==> config.mk <==
export PLATFORM = sky130hd
export DESIGN_NAME = ccg_seq
export DESIGN_NICKNAME = d
export VERILOG_FILES = /design/src/design/ccg_pkg.sv /design/src/design/ccg_seq.sv
export SDC_FILE = /design/constraint.sdc
export NUM_CORES = 1
export LEC_CHECK = 0
export BUFFER_PORTS_ARGS = -buffer_cell sky130_fd_sc_hd__buf_4
export CORE_MARGIN = 8
export CORE_UTILIZATION = 29
export DETAILED_ROUTE_END_ITERATION = 8
export PLACE_DENSITY = 0.49
export SKIP_LAST_GASP = 1
export SLEW_MARGIN = 20
export SYNTH_ARGS = -nofsm -noshare
export SYNTH_HDL_FRONTEND = slang
export SYNTH_SLANG_ARGS = --single-unit
==> constraint.sdc <==
create_clock -name clock -period 2.65 [get_ports clock]
set_clock_uncertainty 0.2 [all_clocks]
set_input_delay 0.3975 -clock clock [delete_from_list [all_inputs] [get_ports clock]]
set_output_delay 0.3975 -clock clock [all_outputs]
set_load 0.05 [all_outputs]
==> src/design/ccg_pkg.sv <==
// Shared types, constants and the control program of the coherence candidate generator.
`default_nettype none

package ccg_pkg;

   localparam int DIM_W = 9;
   localparam int DIM_MAX = 511;
   localparam int ROW_W = 8;
   localparam int COL_W = 8;
   localparam int MAP_W = 17;
   localparam int IDX_W = 16;
   localparam int SLOT_W = 4;
   localparam int LIMIT_W = 17;
   localparam int CSR_IDX_W = 2;
   localparam int CSR_DATA_W = 17;
   localparam int BIT_CNT_W = $clog2(ROW_W);
   localparam int NEIGHBORS = 12;

   localparam logic [SLOT_W-1:0] LAST_SLOT = SLOT_W'(NEIGHBORS - 1);
   localparam logic [LIMIT_W-1:0] LIMIT_MAX = 17'h10000;

   localparam logic OP_WRITE = 1'b0;
   localparam logic OP_QUERY = 1'b1;

   localparam logic [CSR_IDX_W-1:0] REG_TARGET_WIDTH = 2'd0;
   localparam logic [CSR_IDX_W-1:0] REG_TARGET_HEIGHT = 2'd1;
   localparam logic [CSR_IDX_W-1:0] REG_SOURCE_WIDTH = 2'd2;
   localparam logic [CSR_IDX_W-1:0] REG_SOURCE_LIMIT = 2'd3;

   localparam int UPC_W = 4;
   typedef logic [UPC_W-1:0] upc_type;

   typedef logic [3:0] cmd_type;
   localparam cmd_type CMD_NOP = 4'd0;
   localparam cmd_type CMD_CLEAR = 4'd1;
   localparam cmd_type CMD_ACCEPT = 4'd2;
   localparam cmd_type CMD_MOD_STEP = 4'd3;
   localparam cmd_type CMD_NBR = 4'd4;
   localparam cmd_type CMD_ADDR = 4'd5;
   localparam cmd_type CMD_READ = 4'd6;
   localparam cmd_type CMD_CAND = 4'd7;
   localparam cmd_type CMD_EMIT = 4'd8;
   localparam cmd_type CMD_SLOT_INC = 4'd9;
   localparam cmd_type CMD_WRITE = 4'd10;

   typedef logic [2:0] cond_type;
   localparam cond_type COND_NONE = 3'd0;
   localparam cond_type COND_ALWAYS = 3'd1;
   localparam cond_type COND_NO_REQ = 3'd2;
   localparam cond_type COND_IS_WRITE = 3'd3;
   localparam cond_type COND_BITS_LEFT = 3'd4;
   localparam cond_type COND_OUT_BUSY = 3'd5;
   localparam cond_type COND_SLOT_MORE = 3'd6;
   localparam cond_type COND_CLR_MORE = 3'd7;

   localparam upc_type S_CLEAR = 4'd0;
   localparam upc_type S_FETCH = 4'd1;
   localparam upc_type S_DECODE = 4'd2;
   localparam upc_type S_MOD = 4'd3;
   localparam upc_type S_NBR = 4'd4;
   localparam upc_type S_ADDR = 4'd5;
   localparam upc_type S_READ = 4'd6;
   localparam upc_type S_CAND = 4'd7;
   localparam upc_type S_EMIT = 4'd8;
   localparam upc_type S_LOOP = 4'd9;
   localparam upc_type S_DONE = 4'd10;
   localparam upc_type S_WR_ADDR = 4'd11;
   localparam upc_type S_WR_MEM = 4'd12;

   typedef struct packed {
      cmd_type cmd;
      cond_type cond;
      upc_type target;
   } ctrl_type;

   typedef struct packed {
      logic req_valid;
      logic is_write;
      logic bits_left;
      logic out_busy;
      logic slot_more;
      logic clr_more;
   } stat_type;

   function automatic ctrl_type cword(cmd_type cmd, cond_type cond, upc_type target);
      ctrl_type w;
      w.cmd = cmd;
      w.cond = cond;
      w.target = target;
      return w;
   endfunction

   function automatic ctrl_type ucode(upc_type step);
      ctrl_type w;
      unique case (step)
         S_CLEAR: w = cword(CMD_CLEAR, COND_CLR_MORE, S_CLEAR);
         S_FETCH: w = cword(CMD_ACCEPT, COND_NO_REQ, S_FETCH);
         S_DECODE: w = cword(CMD_NOP, COND_IS_WRITE, S_WR_ADDR);
         S_MOD: w = cword(CMD_MOD_STEP, COND_BITS_LEFT, S_MOD);
         S_NBR: w = cword(CMD_NBR, COND_NONE, S_NBR);
         S_ADDR: w = cword(CMD_ADDR, COND_NONE, S_ADDR);
         S_READ: w = cword(CMD_READ, COND_NONE, S_READ);
         S_CAND: w = cword(CMD_CAND, COND_NONE, S_CAND);
         S_EMIT: w = cword(CMD_EMIT, COND_OUT_BUSY, S_EMIT);
         S_LOOP: w = cword(CMD_SLOT_INC, COND_SLOT_MORE, S_NBR);
         S_DONE: w = cword(CMD_NOP, COND_ALWAYS, S_FETCH);
         S_WR_ADDR: w = cword(CMD_ADDR, COND_NONE, S_WR_ADDR);
         S_WR_MEM: w = cword(CMD_WRITE, COND_ALWAYS, S_FETCH);
         default: w = cword(CMD_NOP, COND_ALWAYS, S_FETCH);
      endcase
      return w;
   endfunction

   // Rows above the pixel for each neighbor slot.
   function automatic logic [1:0] slot_rows_up(logic [SLOT_W-1:0] slot);
      logic [1:0] r;
      if (slot < 4'd5) begin
         r = 2'd2;
      end else if (slot < 4'd10) begin
         r = 2'd1;
      end else begin
         r = 2'd0;
      end
      return r;
   endfunction

   // Column offset for each neighbor slot.
   function automatic logic signed [2:0] slot_col_off(logic [SLOT_W-1:0] slot);
      logic signed [2:0] c;
      unique case (slot)
         4'd0, 4'd5, 4'd10: c = -3'sd2;
         4'd1, 4'd6, 4'd11: c = -3'sd1;
         4'd2, 4'd7: c = 3'sd0;
         4'd3, 4'd8: c = 3'sd1;
         4'd4, 4'd9: c = 3'sd2;
         default: c = 3'sd0;
      endcase
      return c;
   endfunction

endpackage

`default_nettype wire

==> src/design/ccg_seq.sv <==
// Microprogram sequencer: step counter, control store lookup and conditional jumps.
`default_nettype none

module ccg_seq (
   input wire logic clock,
   input wire logic reset,
   input wire ccg_pkg::stat_type stat,
   output ccg_pkg::ctrl_type ctrl
);

   ccg_pkg::upc_type upc_ff;
   ccg_pkg::upc_type upc_in;
   ccg_pkg::ctrl_type cw;
   logic jump;

   always_comb begin
      cw = ccg_pkg::ucode(upc_ff);
      unique case (cw.cond)
         ccg_pkg::COND_NONE: jump = 1'b0;
         ccg_pkg::COND_ALWAYS: jump = 1'b1;
         ccg_pkg::COND_NO_REQ: jump = !stat.req_valid;
         ccg_pkg::COND_IS_WRITE: jump = stat.is_write;
         ccg_pkg::COND_BITS_LEFT: jump = stat.bits_left;
         ccg_pkg::COND_OUT_BUSY: jump = stat.out_busy;
         ccg_pkg::COND_SLOT_MORE: jump = stat.slot_more;
         ccg_pkg::COND_CLR_MORE: jump = stat.clr_more;
      endcase
      upc_in = jump ? cw.target : upc_ff + ccg_pkg::UPC_W'(1);
   end

   always_ff @(posedge clock) begin
      if (reset) begin
         upc_ff <= ccg_pkg::S_CLEAR;
      end else begin
         upc_ff <= upc_in;
      end
   end

   assign ctrl = cw;

endmodule

`default_nettype wire

==> impl_metrics.tcl, run 1 <==
set metrics [dict create \
    p_leak_nw 0.524 \
    grt_pass1_vias 773 \
    final.min_clock_period_ns 2.42 \
    seqPwrFrac_pct 26.5 \
    antenna_found_initial 0 \
    critPathBufInv 0 \
    clk_pin_slew_ns 0.09 \
    relSlewSlack_pct 70.1 \
    synth_seq_cells 15 \
    syn_inst 102 \
    clock_path_buffers 2 \
    avgViaCountPerCell 5.00 \
    crit_family "compound AO/OA/AOI/OAI gates" \
    worstPathArrival_ns 2.40 \
    htree_levels 1 \
    fin_area_sq_um 1120 \
    layout_commonest_cell "buf_4" \
    hp-class "input pin to flop" \
    rows 20 \
    tritoncts "done" \
    place_area_sq_um 1100 \
    io_pins 19 \
    routedWlPerCell_microns 13.4 \
    core_area_sq_um 3000 \
    hold_path_depth 2 \
    reg2regPathDepth 10 \
    critPathCaptureType "flop" \
    min_to "upc_ff[1]$_SDFF_PP0_" \
    syn_nets 117 \
    clkPwrFrac_pct 8.9 \
    fill_cells 318 \
    clock_latency_ns 0.29 \
    fmax_mhz 413 \
    cap_violations 0 \
    cts_buffers 3 \
    port_buffers 18 \
    first_iter_violations 23 \
    cts_root_buf "clkbuf_4" \
    cp-start-kind "flop" \
    cts_hold_buf 0 \
    mostFrequentLayoutCells "22 x buf_4, 12 x dfxtp_1, 8 x inv_1" \
    setup.worst_path.class "flop to flop" \
    synth_area_per_cell_sq_um 8.76 \
    drv_slew 0 \
    rsz0062_at_grt "no" \
    worst_ep_required_time_ns 2.62 \
    worstMarginPinSlew_ns 0.439 \
    synth_cell_types 31 \
    grt.total_usage_pct 8.56 \
    switching_share_pct 48.8 \
    reg2reg_setup_slack_ns 0.23 \
    place_congestion 0.826 \
    ant_nets 0 \
    power_frac_comb_pct 64.6 \
    die_y_microns 71.5 \
    n_antenna_cell 0 \
    post-cts-setup-buffers 0 \
    outcome "finished, final reports clean" \
    crit_fanout 6 \
    setup_ws_ns 0.226 \
    initial_utilization_pct 29.8 \
    slowest_delay_ns 0.38 \
    finalCritPeriodShare_pct 91.5 \
    dp_slack_ns 0.0765 \
    syn_to_final_growth_pct 25.8 \
    dieArea_sq_um 5110 \
    vias 790 \
    die_x_microns 71.5 \
    cts_resized 0 \
    firstDrtPassIters 4 \
    r2r_end "ctrl[8]$_DFF_P_" \
    drt_wl_total_microns 2120 \
    path_cells "nor2b_1 > o22ai_1 > a211o_4 > or2_0 > a21o_1 > ha_1 > a21oi_1 > a21oi_1 > o21ai_0 > o22ai_1" \
    hold_viol 0 \
    drive_gt1_share_pct 28.0 \
    tns_ns 0 \
    hpwl_microns 1670 \
    clkSinkCount 15 \
    min_from "reset" \
    overflow 0 \
    syn_area_sq_um 893 \
    yosys_warnings 0 \
    synth-seq-area-share_pct 33.6 \
    p_int_mw 0.763 \
    ir_drop_v 0.000473 \
    grt_pass1_wl_microns 3500 \
    grt_max_degree 13 \
    setup_viol 0 \
    critPathSlowestCell "dfxtp_4" \
    hold_ws_ns 0.162 \
    timing.rr.start "ctrl[5]$_DFF_P_" \
    nets 141 \
    p_switching_mw 0.727 \
    drc 0 \
    cellPowerDensity_nw_per_um2 1330 \
]
[registers in the layout, indices dropped and copies added, names as in the netlist]
signal / count
upc_ff: 4
ctrl: 11
[power groups by stage]
stage / sequential, mW / clock (mW) / combinational, mW
2_1_floorplan: 0.597 / 0 / 0.497
3_3_place_gp: 0.401 / 0 / 0.967
3_5_place_dp: 0.402 / 0 / 0.961
4_1_cts: 0.398 / 0.141 / 0.970
5_1_grt: 0.411 / 0.148 / 1.05
6_report: 0.395 / 0.132 / 0.962
[logic make-up (layout without fill, tap and decap cells)]
kind of cell,Yosys count,after routing,synth area share [%]
AO/OA/AOI/OAI,26,26,20.0
XOR/XNOR,4,4,3.92
adder cells (fa/ha/maj),7,7,9.80
buffers and inverters,11,34,4.76
flip-flops,15,15,33.6
multiplexers,7,7,8.82
AND/OR/NAND/NOR,32,32,19.0
[area by class of cell]
type | instances | area, sq um | share of cell area [%]
Clock inverter | 1 | 5.00 | 0.445
Clock buffer | 3 | 22.5 | 2.00
Tap cell | 33 | 41.3 | 3.67
Sequential cell | 15 | 309 | 27.5
Inverter | 8 | 30.0 | 2.67
Timing Repair Buffer | 22 | 165 | 14.7
Multi-Input combinational cell | 76 | 551 | 49.0
[layer usage]
| layer | routed length (microns) | GRT usage [%] | vias to the layer above | part of all wire [%] |
|---|---|---|---|---|
| li1 | - | - | 401 | - |
| met1 | 997 | 9.77 | 363 | 47 |
| met2 | 956 | 13.1 | 22 | 45 |
| met3 | 136 | 3.21 | 4 | 6.4 |
| met4 | 27 | 5.67 | 0 | 1.3 |
| met5 | 0 | 0 | - | 0 |
[synthesized netlist by cell type]
master     n  share of area (%)
mux2i_1    4                4.5
mux2_2     1                1.3
nand3_1    4                2.2
a21oi_1    5                2.8
dfxtp_1   15                 34
a211oi_1   3                2.5
and3_1     1               0.70
a21boi_1   1               0.84
nor2_1     7                2.9
a31o_2     1               0.98
nand2b_1   3                2.1
nor2b_1    7                4.9
a21o_1     2                1.7
a22o_1     1               0.98
a211o_4    1                2.0
nor3b_1    1               0.84
nor4b_1    1               0.98
nand2_1    6                2.5
xnor2_1    2                2.0
o211ai_1   1               0.84
buf_2      1               0.56
or2_0      1               0.70
o21ai_0    7                3.9
inv_1      8                3.4
or4b_1     1                1.1
a22oi_2    1                1.4
o22ai_1    3                2.1
clkbuf_1   2               0.84
xor2_1     2                2.0
ha_1       7                9.8
mux2i_2    2                3.1
[worst max path at each step]
stage | from | endpoint | cells after the start | slack (ns)
after floorplan | ctrl[5]$_DFF_P_ | ctrl[8]$_DFF_P_ | 12 | 0.02
after global placement | stat[3] | ctrl[8]$_DFF_P_ | 12 | 0.08
after detailed placement | stat[3] | ctrl[8]$_DFF_P_ | 12 | 0.08
after CTS | ctrl[5]$_DFF_P_ | ctrl[8]$_DFF_P_ | 10 | 0.23
after global routing | ctrl[5]$_DFF_P_ | ctrl[8]$_DFF_P_ | 10 | 0.04
final | ctrl[5]$_DFF_P_ | ctrl[8]$_DFF_P_ | 10 | 0.23
[stage by stage]
stage	util (%)	cells	total power, mW
final	37.4	158	1.49
after global routing	37.4	158	1.61
after floorplan	-	102	1.09
after detailed placement	36.5	154	1.36
after CTS	37.4	158	1.51
after global placement	36.5	154	1.37
(Power assumes the default switching activity.)
==> inputs of run 2 (changes only) <==
--- a/config.mk
+++ b/config.mk
@@ -7,9 +7,9 @@
 export LEC_CHECK = 0
 export BUFFER_PORTS_ARGS = -buffer_cell sky130_fd_sc_hd__buf_4
 export CORE_MARGIN = 8
-export CORE_UTILIZATION = 29
+export CORE_UTILIZATION = 52
 export DETAILED_ROUTE_END_ITERATION = 8
-export PLACE_DENSITY = 0.49
+export PLACE_DENSITY = 0.76
 export SKIP_LAST_GASP = 1
 export SLEW_MARGIN = 20
 export SYNTH_ARGS = -nofsm -noshare
==> constraint.sdc (replaced) <==
create_clock -name clock -period 2.4 [get_ports clock]
set_clock_uncertainty 0.2 [all_clocks]
set_input_delay 0.36 -clock clock [delete_from_list [all_inputs] [get_ports clock]]
set_output_delay 0.36 -clock clock [all_outputs]
set_load 0.05 [all_outputs]
==> impl_metrics.tcl, run 2 (synthesized netlist as in run 1, its figures left out) <==
set metrics [dict create \
    setup.worst_path.class "flop to flop" \
    overflow 0 \
    cts_hold_buf 0 \
    rows 15 \
    clock_latency_ns 0.30 \
    regArea_sq_um 309 \
    core_area_sq_um 1670 \
    firstDrtPassIters 4 \
    setup_viol 0 \
    hpwl_microns 1670 \
    avgViaCountPerCell 5.66 \
    htree_levels 1 \
    drv_slew 0 \
    die_y_microns 57.5 \
    cp-start-kind "flop" \
    use_met1_pct 13.7 \
    fill_cells 135 \
    drive_gt1_share_pct 39.5 \
    slowest_delay_ns 0.51 \
    hold_ws_ns 0.152 \
    critPathSlowestCell "or4b_1" \
    cts_buffers 3 \
    finalPower_mw 1.89 \
    critPathLaunch "ctrl[5]$_DFF_P_" \
    reg2regPathDepth 7 \
    cap_violations 0 \
    first_iter_violations 13 \
    layout_commonest_cell "buf_4" \
    io_pins 19 \
    busiest_layer "met2" \
    worstPathArrival_ns 2.32 \
    place_congestion 0.953 \
    cts_root_buf "clkbuf_4" \
    finalCritPeriodShare_pct 98.5 \
    mostFrequentLayoutCells "26 x buf_4, 12 x dfxtp_1" \
    n_antenna_cell 0 \
    crit_family "simple AND/OR/NAND/NOR gates" \
    fin_area_sq_um 1210 \
    rsz0062_at_grt "yes" \
    ir_drop_v 0.000815 \
    ant_nets 0 \
    cellPowerDensity_nw_per_um2 1570 \
    path_cells "nor2b_2 > o22ai_2 > a211o_4 > buf_4 > or4b_1 > and3_4 > a21boi_1" \
    hold_viol 0 \
    timing.rr.start "ctrl[5]$_DFF_P_" \
    port_buffers 18 \
    final.min_clock_period_ns 2.36 \
    worst_ep_required_time_ns 2.36 \
    syn_to_final_growth_pct 35.2 \
    use_met3_pct 4.93 \
    grt_util_met2_pct 22.0 \
    hold_path_depth 2 \
    nets 145 \
    critPathBufInv 1 \
    clk_pin_slew_ns 0.09 \
    p_leak_nw 0.553 \
    vias 827 \
    grt.total_usage_pct 13.0 \
    drt_wl_total_microns 2390 \
    outcome "finished, final reports clean" \
    place_area_sq_um 1100 \
    initial_utilization_pct 53.5 \
    tritoncts "done" \
    grt_pass1_vias 715 \
    die_x_microns 57.5 \
    critPathCaptureType "flop" \
    grt_max_degree 13 \
    path_depth 7 \
    clkSinkCount 15 \
    hp-class "input pin to flop" \
    fmax_mhz 423 \
    min_from "reset" \
    grt_pass1_wl_microns 3330 \
    drc 0 \
    multi_input_area_sq_um 624 \
    crit_fanout 8 \
    relSlewSlack_pct 65.6 \
    dieArea_sq_um 3300 \
    antenna_found_initial 0 \
    routedWlPerCell_microns 16.4 \
    clock_path_buffers 2 \
    worstMarginPinSlew_ns 0.505 \
    tns_ns 0 \
    largest_register_ffs 11 \
]
## run 2: cell count changes in the layout (fill, tap and decap cells not counted), moves of 2 or more
| cell | change |
|---|---|
| o21ai_1 | +2 |
| ha_1 | -2 |
| inv_1 | -2 |
| inv_2 | +2 |
| ha_4 | +2 |
| o21ai_0 | -2 |
| buf_4 | +4 |
## run 2: cell type report
cell class,count,share of cell area (%)
clock inverters,1,0.415
flip-flops and latches,15,25.6
multi-input cells,76,51.7
well taps,17,1.76
clock buffers,3,1.87
inverters,8,2.49
repair buffers,26,16.2
## run 2: stage by stage
stage	utilization, %	setup slack [ns]	std cells
floorplan	-	-0.0748	102
global placement	66.1	-0.0280	141
detailed placement	66.1	-0.0579	141
CTS	67.7	0.0828	145
global route	72.3	-0.0453	146
finish	72.3	0.0371	146
## run 2: layer usage
layer	wire length (microns)	part of all wire [%]
met2	1220	51
met5	0	0
met3	155	6.5
met4	51	2.1
met1	972	41
## run 2: final timing paths
kind,end,slack (ns)
worst max-delay path,ctrl[6]$_DFF_P_,0.04
worst min-delay path,upc_ff[1]$_SDFF_PP0_,0.15
worst max register to register,ctrl[6]$_DFF_P_,0.04
worst min register to register,upc_ff[1]$_SDFF_PP0_,0.50
## run 2: repair_timing
action	in CTS	in global routing
setup buffers	0	1
setup endpoints to repair	0	6
resized for setup	0	13
## run 2: worst register-to-register path, delay by kind of cell, from the launching register on
family          cells  cell delay (ns)
compound gates      3             0.60
buf+inv             1             0.18
flops               1             0.38
simple gates        3             0.86
## run 2: power by group
group	internal, mW	switching, mW
clock network	0.0622	0.0925
logic	0.556	0.736
registers	0.355	0.0919
total	0.973	0.921
==> inputs of run 3 (changes only) <==
--- a/config.mk
+++ b/config.mk
@@ -6,7 +6,7 @@
 export NUM_CORES = 1
 export LEC_CHECK = 0
 export BUFFER_PORTS_ARGS = -buffer_cell sky130_fd_sc_hd__buf_4
-export CORE_MARGIN = 8
+export CORE_MARGIN = 2
 export CORE_UTILIZATION = 52
 export DETAILED_ROUTE_END_ITERATION = 8
 export PLACE_DENSITY = 0.76
==> impl_metrics.tcl, run 3 (synthesized netlist as in run 1, its figures left out) <==
set metrics [dict create \
    fmax_mhz 415 \
    vias 891 \
    setup.worst_path.class "flop to flop" \
    hold_path_depth 2 \
    largest_register_ffs 11 \
    power_frac_comb_pct 71.1 \
    cp-start-kind "flop" \
    setup_viol 2 \
    ir_drop_v 0.000948 \
    slowest_delay_ns 0.38 \
    drv_slew 0 \
    die_x_microns 45.5 \
    n_antenna_cell 0 \
    finalPower_mw 2.09 \
    nets 153 \
    clk_pin_slew_ns 0.10 \
    hp-class "input pin to flop" \
    min_from "reset" \
    first_iter_violations 44 \
    clock_path_buffers 2 \
    clock_latency_ns 0.30 \
    cellPowerDensity_nw_per_um2 1610 \
    ant_nets 0 \
    critPathSlowestCell "dfxtp_4" \
    clkSinkCount 15 \
    p_int_mw 1.09 \
    clkPwrFrac_pct 7.3 \
    cts_buffers 3 \
    setup_ws_ns -0.00803 \
    grt_pass1_vias 717 \
    outcome "finished, violations left" \
    tritoncts "done" \
    switching_share_pct 47.8 \
    worstPathArrival_ns 2.41 \
    finalCoreUtilization_pct 83.4 \
    seqPwrFrac_pct 21.6 \
    finalCritPeriodShare_pct 100 \
    place_area_sq_um 1130 \
    drt_wl_total_microns 2610 \
    fin_area_sq_um 1300 \
    cts_hold_buf 0 \
    firstDrtPassIters 4 \
    r2r_end "ctrl[5]$_DFF_P_" \
    grt_pass1_wl_microns 3280 \
    avgViaCountPerCell 5.82 \
    reg2reg_setup_slack_ns -0.008 \
    path_cells "mux2i_1 > a21oi_1 > a211o_4 > or2_0 > a21o_1 > buf_6 > inv_4 > ha_2 > nor2_1 > a211oi_1" \
    p_leak_nw 0.588 \
    min_to "upc_ff[1]$_SDFF_PP0_" \
    port_buffers 18 \
    dieArea_sq_um 2070 \
    timing.rr.start "ctrl[4]$_DFF_P_" \
    reg2regPathDepth 10 \
    io_pins 19 \
    violations "setup timing" \
    p_switching_mw 0.998 \
    core_area_sq_um 1560 \
    drive_gt1_share_pct 46.0 \
    final.min_clock_period_ns 2.41 \
    grt.total_usage_pct 22.8 \
    worstMarginPinSlew_ns 0.378 \
    place_congestion 0.855 \
    worst_ep_required_time_ns 2.41 \
    cts_root_buf "clkbuf_4" \
    die_y_microns 45.5 \
    initial_utilization_pct 57.3 \
    crit_fanout 5 \
    hpwl_microns 1620 \
    hold_viol 0 \
    overflow 0 \
    rsz0062_at_grt "yes" \
    critPathCaptureType "flop" \
    rows 14 \
    grt_max_degree 13 \
    drc 0 \
    antenna_found_initial 0 \
    htree_levels 1 \
    hold_ws_ns 0.153 \
    routedWlPerCell_microns 17.0 \
    syn_to_final_growth_pct 45.5 \
    mostFrequentLayoutCells "30 x buf_4, 12 x dfxtp_1, 6 x nor2_1" \
    relSlewSlack_pct 74.1 \
    cap_violations 0 \
    layout_commonest_cell "buf_4" \
    fill_cells 87 \
]
run 3: cell count changes in the layout (fill, tap and decap cells not counted), sizes merged:
cell  before  now
buf       26   34
run 3: worst max path at each step:
stage,from,to,slack [ns],depth (start not counted)
2_1_floorplan,ctrl[5]$_DFF_P_,ctrl[8]$_DFF_P_,-0.07,12
3_3_place_gp,stat[3],ctrl[8]$_DFF_P_,-0.07,12
3_5_place_dp,stat[3],ctrl[8]$_DFF_P_,-0.11,12
4_1_cts,ctrl[5]$_DFF_P_,ctrl[8]$_DFF_P_,0.02,10
5_1_grt,ctrl[4]$_DFF_P_,ctrl[1]$_DFF_P_,-0.09,11
6_report,ctrl[4]$_DFF_P_,ctrl[5]$_DFF_P_,-0.008,10
run 3: per-layer routing:
| metal | vias up | track usage (%) | wire length (microns) |
|---|---|---|---|
| met2 | 39 | 39.7 | 1310 |
| met3 | 11 | 3.57 | 152 |
| met4 | 0 | 8.82 | 89 |
| met1 | 417 | 27.7 | 1060 |
| met5 | - | 0 | 0 |
| li1 | 424 | - | - |
run 3: area by class of cell:
type / count / area [sq um] / share of cell area, %
Clock buffer: 3 / 22.5 / 1.73
Inverter: 8 / 32.5 / 2.50
Sequential cell: 15 / 309 / 23.8
Tap cell: 16 / 20.0 / 1.54
Multi-Input combinational cell: 76 / 641 / 49.3
Clock inverter: 1 / 5.00 / 0.385
Timing Repair Buffer: 34 / 270 / 20.8
run 3: power groups by stage:
stage          logic (mW)  clock network [mW]  registers, mW
3_3_place_gp         1.15                   0          0.438
5_1_grt              1.57               0.168          0.457
6_report             1.49               0.152          0.451
2_1_floorplan       0.585                   0          0.660
4_1_cts              1.17               0.148          0.435
3_5_place_dp         1.16                   0          0.441
run 3: what timing repair did:
item | 4_1_cts | 5_1_grt
endpoints found under the hold margin | 0 | 0
buffers inserted | 0 | 5
setup endpoints to repair | 0 | 3
gates resized for setup | 0 | 23
run 3: worst max-delay path, delay by kind of cell, from the launching register on:
kind | cells | cell delay (ns)
AO/OA/AOI/OAI | 4 | 0.89
adder cells (fa/ha/maj) | 1 | 0.18
buffers and inverters | 2 | 0.21
flip-flops | 1 | 0.38
multiplexers | 1 | 0.18
AND/OR/NAND/NOR | 2 | 0.28
run 3: through the flow:
step / instances / TNS, ns / worst slack (ns)
floorplan: 102 / -0.101 / -0.0748
global placement: 144 / -0.0902 / -0.0676
detailed placement: 144 / -0.176 / -0.106
CTS: 148 / 0 / 0.0151
global route: 153 / -0.453 / -0.0884
finish: 153 / -0.0150 / -0.00803
